==> src/cml_pkg.sv <==
// ----------------------------------------------------------------------------
// cml_pkg: shared types of the counter machine lexer
// token kind codes, character classes, scanner modes and queue entry formats
// ----------------------------------------------------------------------------
`default_nettype none

package cml_pkg;

  typedef logic [4:0] kind_t;

  localparam kind_t KIND_END           = 5'd0;
  localparam kind_t KIND_NEWLINE       = 5'd1;
  localparam kind_t KIND_HASH          = 5'd2;
  localparam kind_t KIND_LBRACKET      = 5'd3;
  localparam kind_t KIND_RBRACKET      = 5'd4;
  localparam kind_t KIND_COLON         = 5'd5;
  localparam kind_t KIND_NUMBER        = 5'd6;
  localparam kind_t KIND_FIRST_KEYWORD = 5'd7;
  localparam kind_t KIND_IDENT         = 5'd27;
  localparam kind_t KIND_ERROR         = 5'd28;

  // character classes produced by the front end
  typedef enum logic [2:0] {
    CLS_SKIP,
    CLS_END,
    CLS_PUNCT,
    CLS_DIGIT,
    CLS_LETTER,
    CLS_BAD
  } cls_e;

  // one classified character; kind is valid for end and punctuation
  typedef struct packed {
    cls_e        cls;
    logic [7:0]  code;
    kind_t       kind;
  } cls_beat_t;

  typedef enum logic [1:0] {
    MODE_IDLE,
    MODE_NUMBER,
    MODE_WORD,
    MODE_ERROR
  } mode_e;

  typedef struct packed {
    kind_t        kind;
    logic [62:0]  value;
    logic         overflow;
    logic [63:0]  text;
    logic [7:0]   length;
  } token_t;

  // a second token is always a bare delimiter token, so only its kind is kept
  typedef struct packed {
    token_t  first;
    logic    has_second;
    kind_t   second;
  } tq_entry_t;

endpackage

`default_nettype wire

==> src/counter_machine_lexer_unit.sv <==
// ----------------------------------------------------------------------------
// counter_machine_lexer_unit: streaming lexer for a counter machine language
// one source byte per input beat, tokens out of a result queue
// ----------------------------------------------------------------------------
// input channel: push / full with char_code_i; a byte is taken at an edge
//   with push high and full low. a NUL byte ends the program
// result channel: empty / pop; the oldest token sits on the token ports
//   while empty is low and leaves at an edge with pop high
// path: a taken byte waits in the classifier queue, then the scanner writes
//   its tokens into the token queue, whose head drives the ports
// throughput: one byte per cycle while the token queue has a free slot; a byte may close a run and give
//   two tokens, which then leave over two pop beats. the scanner takes a byte
//   whenever the four-entry token queue has a free slot
// when the receiver stalls the token queue fills, the scanner holds, the
//   two-entry byte queue fills and full goes high; nothing is dropped
// reset: both queues empty, scanner idle with a cleared run
// ----------------------------------------------------------------------------
`default_nettype none

module counter_machine_lexer_unit #(
  parameter int TEXT_CHARS = 8
) (
  input  wire logic         clk_i,
  input  wire logic         rst_ni,
  // input byte queue side
  input  wire logic         push,
  output logic              full,
  input  wire logic [7:0]   char_code_i,
  // token queue side
  output logic              empty,
  input  wire logic         pop,
  output logic [4:0]        token_kind_o,
  output logic [62:0]       number_value_o,
  output logic              number_overflow_o,
  output logic [63:0]       word_text_o,
  output logic [7:0]        word_length_o
);
  import cml_pkg::*;

  // classified byte between front end and scanner
  logic        cls_valid;
  logic        cls_ready;
  cls_beat_t   cls_beat;

  // scanner to token queue
  logic        tq_room;
  logic        tq_write;
  tq_entry_t   tq_entry;
  token_t      head_tok;

  // front end: classify and buffer
  cml_front u_front (
    .clk_i       (clk_i),
    .rst_ni      (rst_ni),
    .push        (push),
    .full        (full),
    .char_code_i (char_code_i),
    .out_valid_o (cls_valid),
    .out_beat_o  (cls_beat),
    .out_ready_i (cls_ready)
  );

  // scanner: mode machine, number accumulate, word capture, keyword match
  cml_back #(
    .TEXT_CHARS (TEXT_CHARS)
  ) u_back (
    .clk_i      (clk_i),
    .rst_ni     (rst_ni),
    .in_valid_i (cls_valid),
    .in_beat_i  (cls_beat),
    .in_ready_o (cls_ready),
    .tq_room_i  (tq_room),
    .tq_write_o (tq_write),
    .tq_entry_o (tq_entry)
  );

  // result queue
  cml_tok_queue u_tok_queue (
    .clk_i   (clk_i),
    .rst_ni  (rst_ni),
    .wr_i    (tq_write),
    .entry_i (tq_entry),
    .room_o  (tq_room),
    .empty_o (empty),
    .pop_i   (pop),
    .head_o  (head_tok)
  );

  assign token_kind_o      = head_tok.kind;
  assign number_value_o    = head_tok.value;
  assign number_overflow_o = head_tok.overflow;
  assign word_text_o       = head_tok.text;
  assign word_length_o     = head_tok.length;

endmodule

`default_nettype wire

==> src/cml_front.sv <==
// ----------------------------------------------------------------------------
// cml_front: character classifier and input queue
// classifies each accepted byte and holds it until the scanner takes it
// ----------------------------------------------------------------------------
`default_nettype none

module cml_front (
  input  wire logic              clk_i,
  input  wire logic              rst_ni,
  input  wire logic              push,
  output logic                   full,
  input  wire logic [7:0]        char_code_i,
  output logic                   out_valid_o,
  output cml_pkg::cls_beat_t     out_beat_o,
  input  wire logic              out_ready_i
);
  import cml_pkg::*;

  localparam int IqDepth = 2;
  localparam int PtrW    = $clog2(IqDepth);
  localparam int CntW    = $clog2(IqDepth + 1);
  localparam logic [CntW-1:0] CntFull = CntW'(IqDepth);

  localparam logic [7:0] CharNul    = 8'h00;
  localparam logic [7:0] CharTab    = 8'h09;
  localparam logic [7:0] CharLf     = 8'h0a;
  localparam logic [7:0] CharSpace  = 8'h20;
  localparam logic [7:0] CharHash   = 8'h23;
  localparam logic [7:0] CharColon  = 8'h3a;
  localparam logic [7:0] CharLbrack = 8'h5b;
  localparam logic [7:0] CharRbrack = 8'h5d;

  function automatic cls_beat_t classify(input logic [7:0] c);
    cls_beat_t b;
    b      = '0;
    b.code = c;
    b.kind = KIND_END;
    b.cls  = CLS_BAD;
    case (c)
      CharNul:    b.cls = CLS_END;
      CharTab:    b.cls = CLS_SKIP;
      CharSpace:  b.cls = CLS_SKIP;
      CharLf:     begin b.cls = CLS_PUNCT; b.kind = KIND_NEWLINE;  end
      CharHash:   begin b.cls = CLS_PUNCT; b.kind = KIND_HASH;     end
      CharLbrack: begin b.cls = CLS_PUNCT; b.kind = KIND_LBRACKET; end
      CharRbrack: begin b.cls = CLS_PUNCT; b.kind = KIND_RBRACKET; end
      CharColon:  begin b.cls = CLS_PUNCT; b.kind = KIND_COLON;    end
      default: begin
        if (c >= "0" && c <= "9") begin
          b.cls = CLS_DIGIT;
        end else if ((c >= "A" && c <= "Z") || (c >= "a" && c <= "z")) begin
          b.cls = CLS_LETTER;
        end
      end
    endcase
    return b;
  endfunction

  cls_beat_t          beats_q [IqDepth];
  logic [PtrW-1:0]    wr_ptr_q, wr_ptr_d;
  logic [PtrW-1:0]    rd_ptr_q, rd_ptr_d;
  logic [CntW-1:0]    count_q, count_d;
  logic               wr_en, rd_en;

  assign full        = (count_q == CntFull);
  assign out_valid_o = (count_q != '0);
  assign out_beat_o  = beats_q[rd_ptr_q];
  assign wr_en       = push & ~full;
  assign rd_en       = out_valid_o & out_ready_i;

  always_comb begin
    wr_ptr_d = wr_en ? wr_ptr_q + 1'b1 : wr_ptr_q;
    rd_ptr_d = rd_en ? rd_ptr_q + 1'b1 : rd_ptr_q;
    count_d  = count_q + CntW'(wr_en) - CntW'(rd_en);
  end

  always_ff @(posedge clk_i or negedge rst_ni) begin
    if (!rst_ni) begin
      wr_ptr_q <= '0;
      rd_ptr_q <= '0;
      count_q  <= '0;
    end else begin
      wr_ptr_q <= wr_ptr_d;
      rd_ptr_q <= rd_ptr_d;
      count_q  <= count_d;
    end
  end

  always_ff @(posedge clk_i) begin
    if (wr_en) begin
      beats_q[wr_ptr_q] <= classify(char_code_i);
    end
  end

endmodule

`default_nettype wire

==> src/cml_back.sv <==
// ----------------------------------------------------------------------------
// cml_back: scanner
// runs the number / word / error mode machine and builds token entries
// ----------------------------------------------------------------------------
`default_nettype none

module cml_back #(
  parameter int TEXT_CHARS = 8
) (
  input  wire logic               clk_i,
  input  wire logic               rst_ni,
  input  wire logic               in_valid_i,
  input  wire cml_pkg::cls_beat_t in_beat_i,
  output logic                    in_ready_o,
  input  wire logic               tq_room_i,
  output logic                    tq_write_o,
  output cml_pkg::tq_entry_t      tq_entry_o
);
  import cml_pkg::*;

  localparam int StoredChars = (TEXT_CHARS < 8) ? TEXT_CHARS : 8;
  localparam int TextW       = 8 * StoredChars;
  localparam int KwCount     = 20;
  localparam logic [62:0] MaxNumber = {63{1'b1}};

  localparam logic [63:0] KwText [KwCount] = '{
    64'h636e69, 64'h636564, 64'h797063, 64'h726c63, 64'h706d6a,
    64'h646461, 64'h627573, 64'h6c756d, 64'h766964, 64'h666564,
    64'h746573, 64'h6d7273, 64'h6d726c, 64'h6d7275, 64'h6c6c6163,
    64'h6e69616d, 64'h6b61657262, 64'h3074697865, 64'h796b736e696d,
    64'h656e696863616d
  };
  localparam int KwLen [KwCount] = '{
    3, 3, 3, 3, 3, 3, 3, 3, 3, 3, 3, 3, 3, 3, 4, 4, 5, 5, 6, 7
  };

  mode_e              mode_q, mode_d;
  logic [62:0]        acc_q, acc_d;
  logic               ovf_q, ovf_d;
  logic [TextW-1:0]   text_q, text_d;
  logic [7:0]         len_q, len_d;

  logic               take;
  logic               is_delim;
  logic [7:0]         len_inc;
  logic [67:0]        acc_ext, acc_next;
  logic [62:0]        acc_step;
  logic               ovf_step;
  logic [TextW-1:0]   text_step;
  logic [63:0]        text_wide;
  logic               kw_hit;
  kind_t              kw_kind;
  token_t             run_tok;

  assign in_ready_o = tq_room_i;
  assign take       = in_valid_i & tq_room_i;
  assign is_delim   = (in_beat_i.cls == CLS_SKIP) || (in_beat_i.cls == CLS_END) ||
                      (in_beat_i.cls == CLS_PUNCT);
  assign len_inc    = (len_q == 8'hff) ? len_q : len_q + 8'd1;
  assign text_wide  = 64'(text_q);

  // decimal step: acc * 10 + digit, saturating
  always_comb begin
    acc_ext  = {5'b0, acc_q};
    acc_next = (acc_ext << 3) + (acc_ext << 1) + 68'(in_beat_i.code[3:0]);
    if (ovf_q || (acc_next[67:63] != '0)) begin
      acc_step = MaxNumber;
      ovf_step = 1'b1;
    end else begin
      acc_step = acc_next[62:0];
      ovf_step = 1'b0;
    end
  end

  always_comb begin
    text_step = text_q;
    for (int i = 0; i < StoredChars; i++) begin
      if (len_q == 8'(i)) begin
        text_step[8*i +: 8] = in_beat_i.code;
      end
    end
  end

  always_comb begin
    kw_hit  = 1'b0;
    kw_kind = KIND_IDENT;
    for (int i = 0; i < KwCount; i++) begin
      if (len_q == 8'(KwLen[i]) && KwLen[i] <= TEXT_CHARS && KwText[i] == text_wide) begin
        kw_hit  = 1'b1;
        kw_kind = KIND_FIRST_KEYWORD + 5'(i);
      end
    end
  end

  // token of the run being closed
  always_comb begin
    run_tok = '0;
    if (mode_q == MODE_NUMBER) begin
      run_tok.kind     = KIND_NUMBER;
      run_tok.value    = acc_q;
      run_tok.overflow = ovf_q;
      run_tok.length   = len_q;
    end else if (kw_hit) begin
      run_tok.kind = kw_kind;
    end else begin
      run_tok.kind   = KIND_IDENT;
      run_tok.text   = text_wide;
      run_tok.length = len_q;
    end
  end

  // next mode
  always_comb begin
    mode_d = mode_q;
    if (take) begin
      case (mode_q)
        MODE_IDLE: begin
          case (in_beat_i.cls)
            CLS_DIGIT:  mode_d = MODE_NUMBER;
            CLS_LETTER: mode_d = MODE_WORD;
            CLS_BAD:    mode_d = MODE_ERROR;
            default:    mode_d = MODE_IDLE;
          endcase
        end
        MODE_NUMBER: begin
          if (in_beat_i.cls == CLS_DIGIT) begin
            mode_d = MODE_NUMBER;
          end else if (is_delim) begin
            mode_d = MODE_IDLE;
          end else begin
            mode_d = MODE_ERROR;
          end
        end
        MODE_WORD: begin
          if (in_beat_i.cls == CLS_DIGIT || in_beat_i.cls == CLS_LETTER) begin
            mode_d = MODE_WORD;
          end else if (is_delim) begin
            mode_d = MODE_IDLE;
          end else begin
            mode_d = MODE_ERROR;
          end
        end
        MODE_ERROR: begin
          if (in_beat_i.cls == CLS_END) begin
            mode_d = MODE_IDLE;
          end
        end
        default: mode_d = MODE_IDLE;
      endcase
    end
  end

  // run registers and token output
  always_comb begin
    acc_d      = acc_q;
    ovf_d      = ovf_q;
    text_d     = text_q;
    len_d      = len_q;
    tq_write_o = 1'b0;
    tq_entry_o = '0;
    if (take) begin
      case (mode_q)
        MODE_IDLE: begin
          case (in_beat_i.cls)
            CLS_END, CLS_PUNCT: begin
              tq_write_o            = 1'b1;
              tq_entry_o.first.kind = in_beat_i.kind;
            end
            CLS_DIGIT: begin
              acc_d  = 63'(in_beat_i.code[3:0]);
              ovf_d  = 1'b0;
              text_d = '0;
              len_d  = 8'd1;
            end
            CLS_LETTER: begin
              acc_d       = '0;
              ovf_d       = 1'b0;
              text_d      = '0;
              text_d[7:0] = in_beat_i.code;
              len_d       = 8'd1;
            end
            CLS_BAD: begin
              acc_d                 = '0;
              ovf_d                 = 1'b0;
              text_d                = '0;
              len_d                 = '0;
              tq_write_o            = 1'b1;
              tq_entry_o.first.kind = KIND_ERROR;
            end
            default: ;
          endcase
        end
        MODE_NUMBER, MODE_WORD: begin
          if ((mode_q == MODE_NUMBER && in_beat_i.cls == CLS_DIGIT) ||
              (mode_q == MODE_WORD &&
               (in_beat_i.cls == CLS_DIGIT || in_beat_i.cls == CLS_LETTER))) begin
            if (mode_q == MODE_NUMBER) begin
              acc_d = acc_step;
              ovf_d = ovf_step;
            end else begin
              text_d = text_step;
            end
            len_d = len_inc;
          end else begin
            acc_d      = '0;
            ovf_d      = 1'b0;
            text_d     = '0;
            len_d      = '0;
            tq_write_o = 1'b1;
            if (is_delim) begin
              // run token, then the delimiter's own token if it has one
              tq_entry_o.first      = run_tok;
              tq_entry_o.has_second = (in_beat_i.cls != CLS_SKIP);
              tq_entry_o.second     = in_beat_i.kind;
            end else begin
              tq_entry_o.first.kind = KIND_ERROR;
            end
          end
        end
        MODE_ERROR: begin
          if (in_beat_i.cls == CLS_END) begin
            acc_d                 = '0;
            ovf_d                 = 1'b0;
            text_d                = '0;
            len_d                 = '0;
            tq_write_o            = 1'b1;
            tq_entry_o.first.kind = KIND_END;
          end
        end
        default: ;
      endcase
    end
  end

  always_ff @(posedge clk_i or negedge rst_ni) begin
    if (!rst_ni) begin
      mode_q <= MODE_IDLE;
      acc_q  <= '0;
      ovf_q  <= 1'b0;
      text_q <= '0;
      len_q  <= '0;
    end else begin
      mode_q <= mode_d;
      acc_q  <= acc_d;
      ovf_q  <= ovf_d;
      text_q <= text_d;
      len_q  <= len_d;
    end
  end

endmodule

`default_nettype wire

==> src/cml_tok_queue.sv <==
// ----------------------------------------------------------------------------
// cml_tok_queue: token output queue
// holds scanner entries; an entry with a trailing delimiter pops as two beats
// ----------------------------------------------------------------------------
`default_nettype none

module cml_tok_queue (
  input  wire logic               clk_i,
  input  wire logic               rst_ni,
  input  wire logic               wr_i,
  input  wire cml_pkg::tq_entry_t entry_i,
  output logic                    room_o,
  output logic                    empty_o,
  input  wire logic               pop_i,
  output cml_pkg::token_t         head_o
);
  import cml_pkg::*;

  localparam int TqDepth = 4;
  localparam int PtrW    = $clog2(TqDepth);
  localparam int CntW    = $clog2(TqDepth + 1);
  localparam logic [CntW-1:0] CntFull = CntW'(TqDepth);

  tq_entry_t        entries_q [TqDepth];
  tq_entry_t        head_entry;
  logic [PtrW-1:0]  wr_ptr_q, wr_ptr_d;
  logic [PtrW-1:0]  rd_ptr_q, rd_ptr_d;
  logic [CntW-1:0]  count_q, count_d;
  logic             sub_q, sub_d;
  logic             pop_ok, advance, wr_ok;

  assign room_o     = (count_q != CntFull);
  assign empty_o    = (count_q == '0);
  assign head_entry = entries_q[rd_ptr_q];
  assign pop_ok     = pop_i & ~empty_o;
  assign advance    = pop_ok & (sub_q | ~head_entry.has_second);
  assign wr_ok      = wr_i & room_o;

  always_comb begin
    head_o = head_entry.first;
    if (sub_q) begin
      head_o      = '0;
      head_o.kind = head_entry.second;
    end
  end

  always_comb begin
    wr_ptr_d = wr_ok ? wr_ptr_q + 1'b1 : wr_ptr_q;
    rd_ptr_d = advance ? rd_ptr_q + 1'b1 : rd_ptr_q;
    count_d  = count_q + CntW'(wr_ok) - CntW'(advance);
    sub_d    = sub_q;
    if (pop_ok) begin
      sub_d = ~advance;
    end
  end

  always_ff @(posedge clk_i or negedge rst_ni) begin
    if (!rst_ni) begin
      wr_ptr_q <= '0;
      rd_ptr_q <= '0;
      count_q  <= '0;
      sub_q    <= 1'b0;
    end else begin
      wr_ptr_q <= wr_ptr_d;
      rd_ptr_q <= rd_ptr_d;
      count_q  <= count_d;
      sub_q    <= sub_d;
    end
  end

  always_ff @(posedge clk_i) begin
    if (wr_ok) begin
      entries_q[wr_ptr_q] <= entry_i;
    end
  end

endmodule

`default_nettype wire
==> config.mk <==
export PLATFORM = sky130hd
export DESIGN_NAME = counter_machine_lexer_unit
export DESIGN_NICKNAME = d
export VERILOG_FILES = /design/src/cml_pkg.sv /design/src/counter_machine_lexer_unit.sv /design/src/cml_front.sv /design/src/cml_back.sv /design/src/cml_tok_queue.sv
export SDC_FILE = /design/constraint.sdc
export NUM_CORES = 1
export LEC_CHECK = 0
export ABC_AREA = 1
export BUFFER_PORTS_ARGS = -buffer_cell sky130_fd_sc_hd__buf_2
export CORE_MARGIN = 3
export CORE_UTILIZATION = 56
export DETAILED_ROUTE_END_ITERATION = 12
export HOLD_SLACK_MARGIN = 0.02
export MAX_ROUTING_LAYER = met4
export PLACE_DENSITY = 0.76
export SLEW_MARGIN = 0
export SYNTH_ARGS = -nofsm -noshare
export SYNTH_HDL_FRONTEND = slang
export SYNTH_HIERARCHICAL = 1
export SYNTH_SLANG_ARGS = --single-unit
==> constraint.sdc <==
create_clock -name clk_i -period 8.9 [get_ports clk_i]
set_clock_uncertainty 0.1 [all_clocks]
set_input_delay 1.78 -clock clk_i [delete_from_list [all_inputs] [get_ports clk_i]]
set_output_delay 1.78 -clock clk_i [all_outputs]
set_load 0.05 [all_outputs]
* After elaboration in Yosys (flattened, before gate mapping)
Memories as Yosys holds them, arrays and structs flattened.
Cells that the tools add are included.
** Storage, ports and cells
- Input port bits :: 12
- RAM bits :: 620
- Flip-flop bits (word level) :: 150
- Logic and storage cells :: 274
- Memories kept :: 2
- Output and inout port bits :: 143
** Memories
- u_tok_queue.entries_q :: depth 4, bits a word 147, rd ports 1, clocked after Yosys merged registers in 0, write ports 1, RTL line cml_tok_queue.sv:24 : tq_entry_t entries_q [TqDepth];
- u_front.beats_q :: depth 2, bits a word 16, rd ports 1, clocked after Yosys merged registers in 0, write ports 1, RTL line cml_front.sv:59 : cls_beat_t beats_q [IqDepth];
** Cells by class
- Reduce and logical (&&, ||, !) cells :: 60
- Mux-type cells :: 105
- $lt $le $gt $ge :: 6
- Equality and inequality tests :: 61
- Add/sub/neg operators :: 11
- Bitwise gates (word level) :: 10
** Operator list (count)
- $eq 23x64->1 const A :: 14
- $mux 64 :: 5
- $mux 147 :: 2
- $mux 142 :: 2
- $mux 63 :: 4
- $pmux 64 s3 :: 1
- $pmux 63 s3 :: 1
- $mux 141 :: 1
- $eq 31x64->1 const A :: 2
- $pmux 64 s2 :: 1
- $pmux 63 s2 :: 1
- $mux 5 :: 24
- $mux 8 :: 12
- $mux 72 :: 1
- $add 68x4->68 :: 1
- $add 66x64->67 :: 1
- $eq 38x64->1 const A :: 1
- $eq 39x64->1 const A :: 1
- $eq 47x64->1 const A :: 1
- $eq 55x64->1 const A :: 1
- $reduce_and 5->1 :: 8
- $mux 1 :: 34
- $ne 3x2->1 const B :: 11
- $eq 8x3->1 const B :: 4
- other kinds (52) :: 119

* Logic depth before layout (Yosys ltp)
- Depth after elaboration :: 28
- Mapped depth :: 24
- Gate-level depth less buffers :: 22

* Modules after synthesis
The synthesis kept the hierarchy.
** Modules (own cells, without submodules)
- cml_tok_queue :: sequential area each 17857.1 um2, instances 1, cells an instance 1785, area each 23135.9 um2
- cml_back :: sequential area each 3453.3 um2, instances 1, cells an instance 2347, area each 14403.8 um2
- cml_front :: sequential area each 940.9 um2, instances 1, cells an instance 160, area each 1503.9 um2

* Worst setup path before layout
Ideal clock, no wire load.
- Path kind :: register to register
- From :: reg u_front.rd_ptr_q
- To :: mem u_tok_queue/entries_q[0][0] in the netlist's numbering, enable pin
- Period minus slack after synthesis :: 8778 ps
- Setup time :: 656 ps
- Arrival time :: 8022 ps
- Buffers on the path :: 1
- Slack :: 122 ps
- Cell stages (with the launch flop) :: 15
- Required time :: 8144 ps
- Cell sequence :: dfrtp_1 -> inv_1 -> buf_2 -> nand2_1 -> nand2_1 -> nand2_1 -> nand2_1 -> nand3_1 -> o21a_2 -> inv_1 -> nor2_2 -> inv_1 -> a311oi_1 -> nand2_1 -> nor2_1
** RTL lines
- from (decl) :: RTL line cml_front.sv:61 : logic [PtrW-1:0] rd_ptr_q, rd_ptr_d;
- from (signal assigned) :: RTL line cml_front.sv:84 : rd_ptr_q <= rd_ptr_d;
- to (decl) :: RTL line cml_tok_queue.sv:24

* Worst setup path after layout
- From :: reg u_tok_queue.rd_ptr_q[0]
- To :: out number_value_o[4]
** Between the ends
- Cells in the longest elaborated chain, start to end :: 2
** RTL lines
- from (decl) :: RTL line cml_tok_queue.sv:27 : logic [PtrW-1:0] rd_ptr_q, rd_ptr_d;
- from (signal assigned) :: RTL line cml_tok_queue.sv:65 : rd_ptr_q <= rd_ptr_d;
- $mem_v2 4x147
- $mux 141 :: RTL line cml_tok_queue.sv:41 : if (sub_q) begin
- to (decl) :: RTL line counter_machine_lexer_unit.sv:33 : output logic [62:0] number_value_o,
Every way passes these cells.

==> flow_metrics.py <==
metrics = {
    "run": {
        "max_cap_violations": 0,
    },
    "cells_and_area": {
        "final.fill_count": 5621,
        "layout-drive-gt1-share_pct": 7.951,
        "stdcell_count": 5384,
        "nets": 4538,
        "areaGrowthSynthToFinish_pct": 10.51,
    },
    "detailed_routing": {
        "ant_nets": 0,
        "first_iter_violations": 2714,
        "wl_microns": 104300,
        "drc": 0,
        "viasPerCell": 5.701,
        "vias": 30690,
        "post_drt_wl_per_cell_microns": 19.36,
        "drt_pass1_iterations": 5,
    },
    "placed_design": {
        "placed_cells": 5231,
        "hpwl_microns": 70440,
        "dpl_worst_slack_ps": 3723,
        "gp_congestion": 0.9847,
        "port_buffers": 154,
    },
    "cts": {
        "clk_latency_ps": 650,
        "cts_tree": "built",
        "hold_buffers": 0,
        "cts_setup_buffers": 0,
        "clk_pin_slew_ps": 60,
        "cts_max_path_buffers": 3,
        "clockRootBuffer": "clkbuf_16",
        "clock-sinks": 766,
        "cts_resized": 0,
        "htree_levels": 3,
        "cts_buffers": 81,
    },
    "timing": {
        "maxSlewHeadroom_pct": 15.19,
        "timing.setup.tns_ps": 0,
        "tightestPinTransition_ps": 1267,
        "hold-worst-slack_ps": 409.2,
        "fin_ws_ps": 2988,
        "rsz0062_at_grt": "false",
        "fin_crit_sh_pct": 66.42,
        "finalMaxSlewViolations": 0,
        "setup_viol": 0,
        "hold_viol": 0,
        "fmax_mhz": 169.2,
        "min_period_ps": 5912,
    },
    "die": {
        "rows": 96,
        "die_area_sq_um": 72920,
        "core_area_sq_um": 68830,
        "die_y_microns": 270.0,
        "io_pins": 155,
        "die_w_microns": 270.0,
        "start_util_pct": 56.73,
    },
    "power": {
        "p_switching_w": 0.007091,
        "power_w": 0.01545,
        "switching_share_pct": 45.90,
        "p_int_w": 0.008358,
        "ir_drop_mv": 0.4643,
        "seq_power_share_pct": 33.8,
        "clkPwrFrac_pct": 22.2,
        "p_per_area_nw_per_um2": 358.1,
        "leakagePower_nw": 17.45,
        "p_comb_share_pct": 44.0,
    },
    "min_path": {
        "min_from": "u_tok_queue/count_q[0]",
        "hold_end": "u_tok_queue/count_q[0]",
        "whs_path_depth": 1,
        "min_path_type": "reg -> reg",
    },
    "setup_path": {
        "worst-r2r-setup-slack_ps": 3830,
        "reg2reg_depth": 22,
        "r2r-start": "u_front/rd_ptr_q",
        "cp-startpoint": "u_tok_queue/rd_ptr_q[0]",
        "worstPathMaxFanout": 98,
        "arrival_ps": 4030,
        "critPathLaunchType": "flip-flop",
        "r2r_end": "u_back/acc_q[20]",
        "endpoint_kind": "output pin",
        "worstSetupPathType": "reg -> out",
        "worstPathRequired_ps": 7020,
    },
    "outcome": {
        "outcome": "finished clean",
    },
    "yosys": {
        "postSynthAreaPerCell_sq_um": 9.097,
        "synth_top_family_by_area": "simple AND/OR/NAND/NOR gates",
        "synth_xor_area_share_pct": 1.234,
        "synth-compound-area-share_pct": 10.71,
        "ys_ff_latch": 766,
        "synthCells": 4292,
        "synth_edf_count": 616,
        "synth_fa_ha_area_share_pct": 4.640,
        "yosysWarnings": 6,
        "netlist_area_sq_um": 39040,
        "ys_seq_area_share_pct": 56.99,
        "synthFlopType": "edfxtp_1",
        "synthMuxAreaShare_pct": 0,
        "synth_area_leader_cell": "edfxtp_1",
        "synth.distinct_cells": 51,
        "synthTopCellsByArea": "edfxtp_1 (47%), dfrtp_1 (9.6%), nor2_1 (9.5%)",
        "synthSimpleGateAreaFrac_pct": 20.67,
        "yosysTopAreaCellShare_pct": 47.38,
        "async_flop_share_pct": 19.58,
    },
    "global_routing": {
        "grt_util_all_layers_pct": 29.19,
        "grt_pass1_wl_microns": 164800,
        "grt_pass1_vias": 30290,
        "antenna_found_initial": 1,
        "grt_remaining_overflow": 0,
        "grt_max_degree": 165,
    },
}
==> critical path: stages, from the launching register on <==
cell and delay [ps]:
dfrtp_4 730, buf_4 660, buf_4 870, nor2_1 130, nor2_1 160, o21ai_1 100
a21oi_1 260, buf_2 320
==> cell usage after synthesis (13+ instances only) <==
master	number
inv_1	341
o21ai_1	294
o21bai_1	13
nand2_1	665
a21oi_1	263
o21ai_0	193
nand4_1	35
ha_1	140
nor4_1	14
edfxtp_1	616
nor2_1	985
dfrtp_1	150
buf_2	87
xor2_1	19
xnor2_1	36
buf_4	26
nor3_1	83
nand3_1	167
clkbuf_1	55
o22ai_1	13
nand3b_1	13
==> cell usage in the layout (no fill, tap or decap), drive strengths merged, types with 3 or more instances in the layout <==
cell type,count
a21boi,5
a21o,11
a21oi,264
a221oi,3
and2,4
buf,182
bufinv,8
clkbuf,108
clkinv,25
clkinvlp,4
dfrtp,150
edfxtp,616
fa,3
ha,140
inv,360
nand2,670
nand3,168
nand3b,13
nand4,35
nor2,998
nor3,84
nor4,14
o21a,3
o21ai,488
o21bai,13
o22ai,13
xnor2,36
xor2,19
==> flip-flops by register name (all words and copies together), names as in the netlist <==
register / cells
u_front/beats_q: 28
u_front/count_q: 2
u_front/rd_ptr_q: 1
u_back/mode_q: 2
u_tok_queue/rd_ptr_q: 2
u_tok_queue/entries_q: 588
u_tok_queue/wr_ptr_q: 2
u_back/len_q: 8
u_back/acc_q: 63
u_tok_queue/sub_q: 1
u_tok_queue/count_q: 3
u_back/ovf_q: 1
u_back/text_q: 64
u_front/wr_ptr_q: 1
==> through the flow <==
step / util (%) / area (sq um)
CTS: 62.69 / 43150
global placement: 58.69 / 40390
floorplan: - / 39050
detailed placement: 58.69 / 40390
finish: 62.69 / 43150
global route: 62.69 / 43150
==> routing by layer <==
metal	up-vias	global-route usage (%)	routed length (microns)	share of wire (%)
met1	14840	36.72	43060	41
met3	201	3.651	6048	5.8
met2	997	49.45	52130	50
li1	14660	-	-	-
met4	0	9.492	3009	2.9
met5	-	-	0	0
==> worst max path at each step <==
stage	end	slack (ps)	cells after the start
after detailed placement	number_value_o[4]	3720	7
after CTS	number_value_o[4]	3020	7
after global placement	word_text_o[15]	3870	7
final	number_value_o[4]	2990	7
after floorplan	u_tok_queue/entries_q[0][0]	120	14
after global routing	number_value_o[4]	2790	7
==> power by group through the flow <==
stage	registers, W	logic [W]	clock network (W)
after floorplan	0.00532	0.00516	0
after CTS	0.00522	0.00680	0.00348
final	0.00522	0.00679	0.00343
after global placement	0.00527	0.00666	0
after global routing	0.00529	0.00735	0.00364
after detailed placement	0.00529	0.00676	0
==> cell type report <==
cell class / count / area, sq um / share of cell area (%)
sequential: 766 / 22260 / 51.60
antenna: 1 / 2.502 / 0.005800
timing repair buffer: 182 / 1037 / 2.404
inverter: 353 / 1335 / 3.094
clock inverter: 44 / 523.0 / 1.212
multi-input combinational: 2999 / 14590 / 33.82
clock buffer: 108 / 2230 / 5.167
tap: 931 / 1165 / 2.700
==> cell families after synthesis <==
logic type / count (synthesis)
and+or+nand+nor: 1992
AOI/OAI and AO/OA: 807
DFF: 766
buffers and inverters: 528
adders and majority gates: 143
xor gates and xnor gates: 55
other: 1
(Power assumes the default switching activity.)
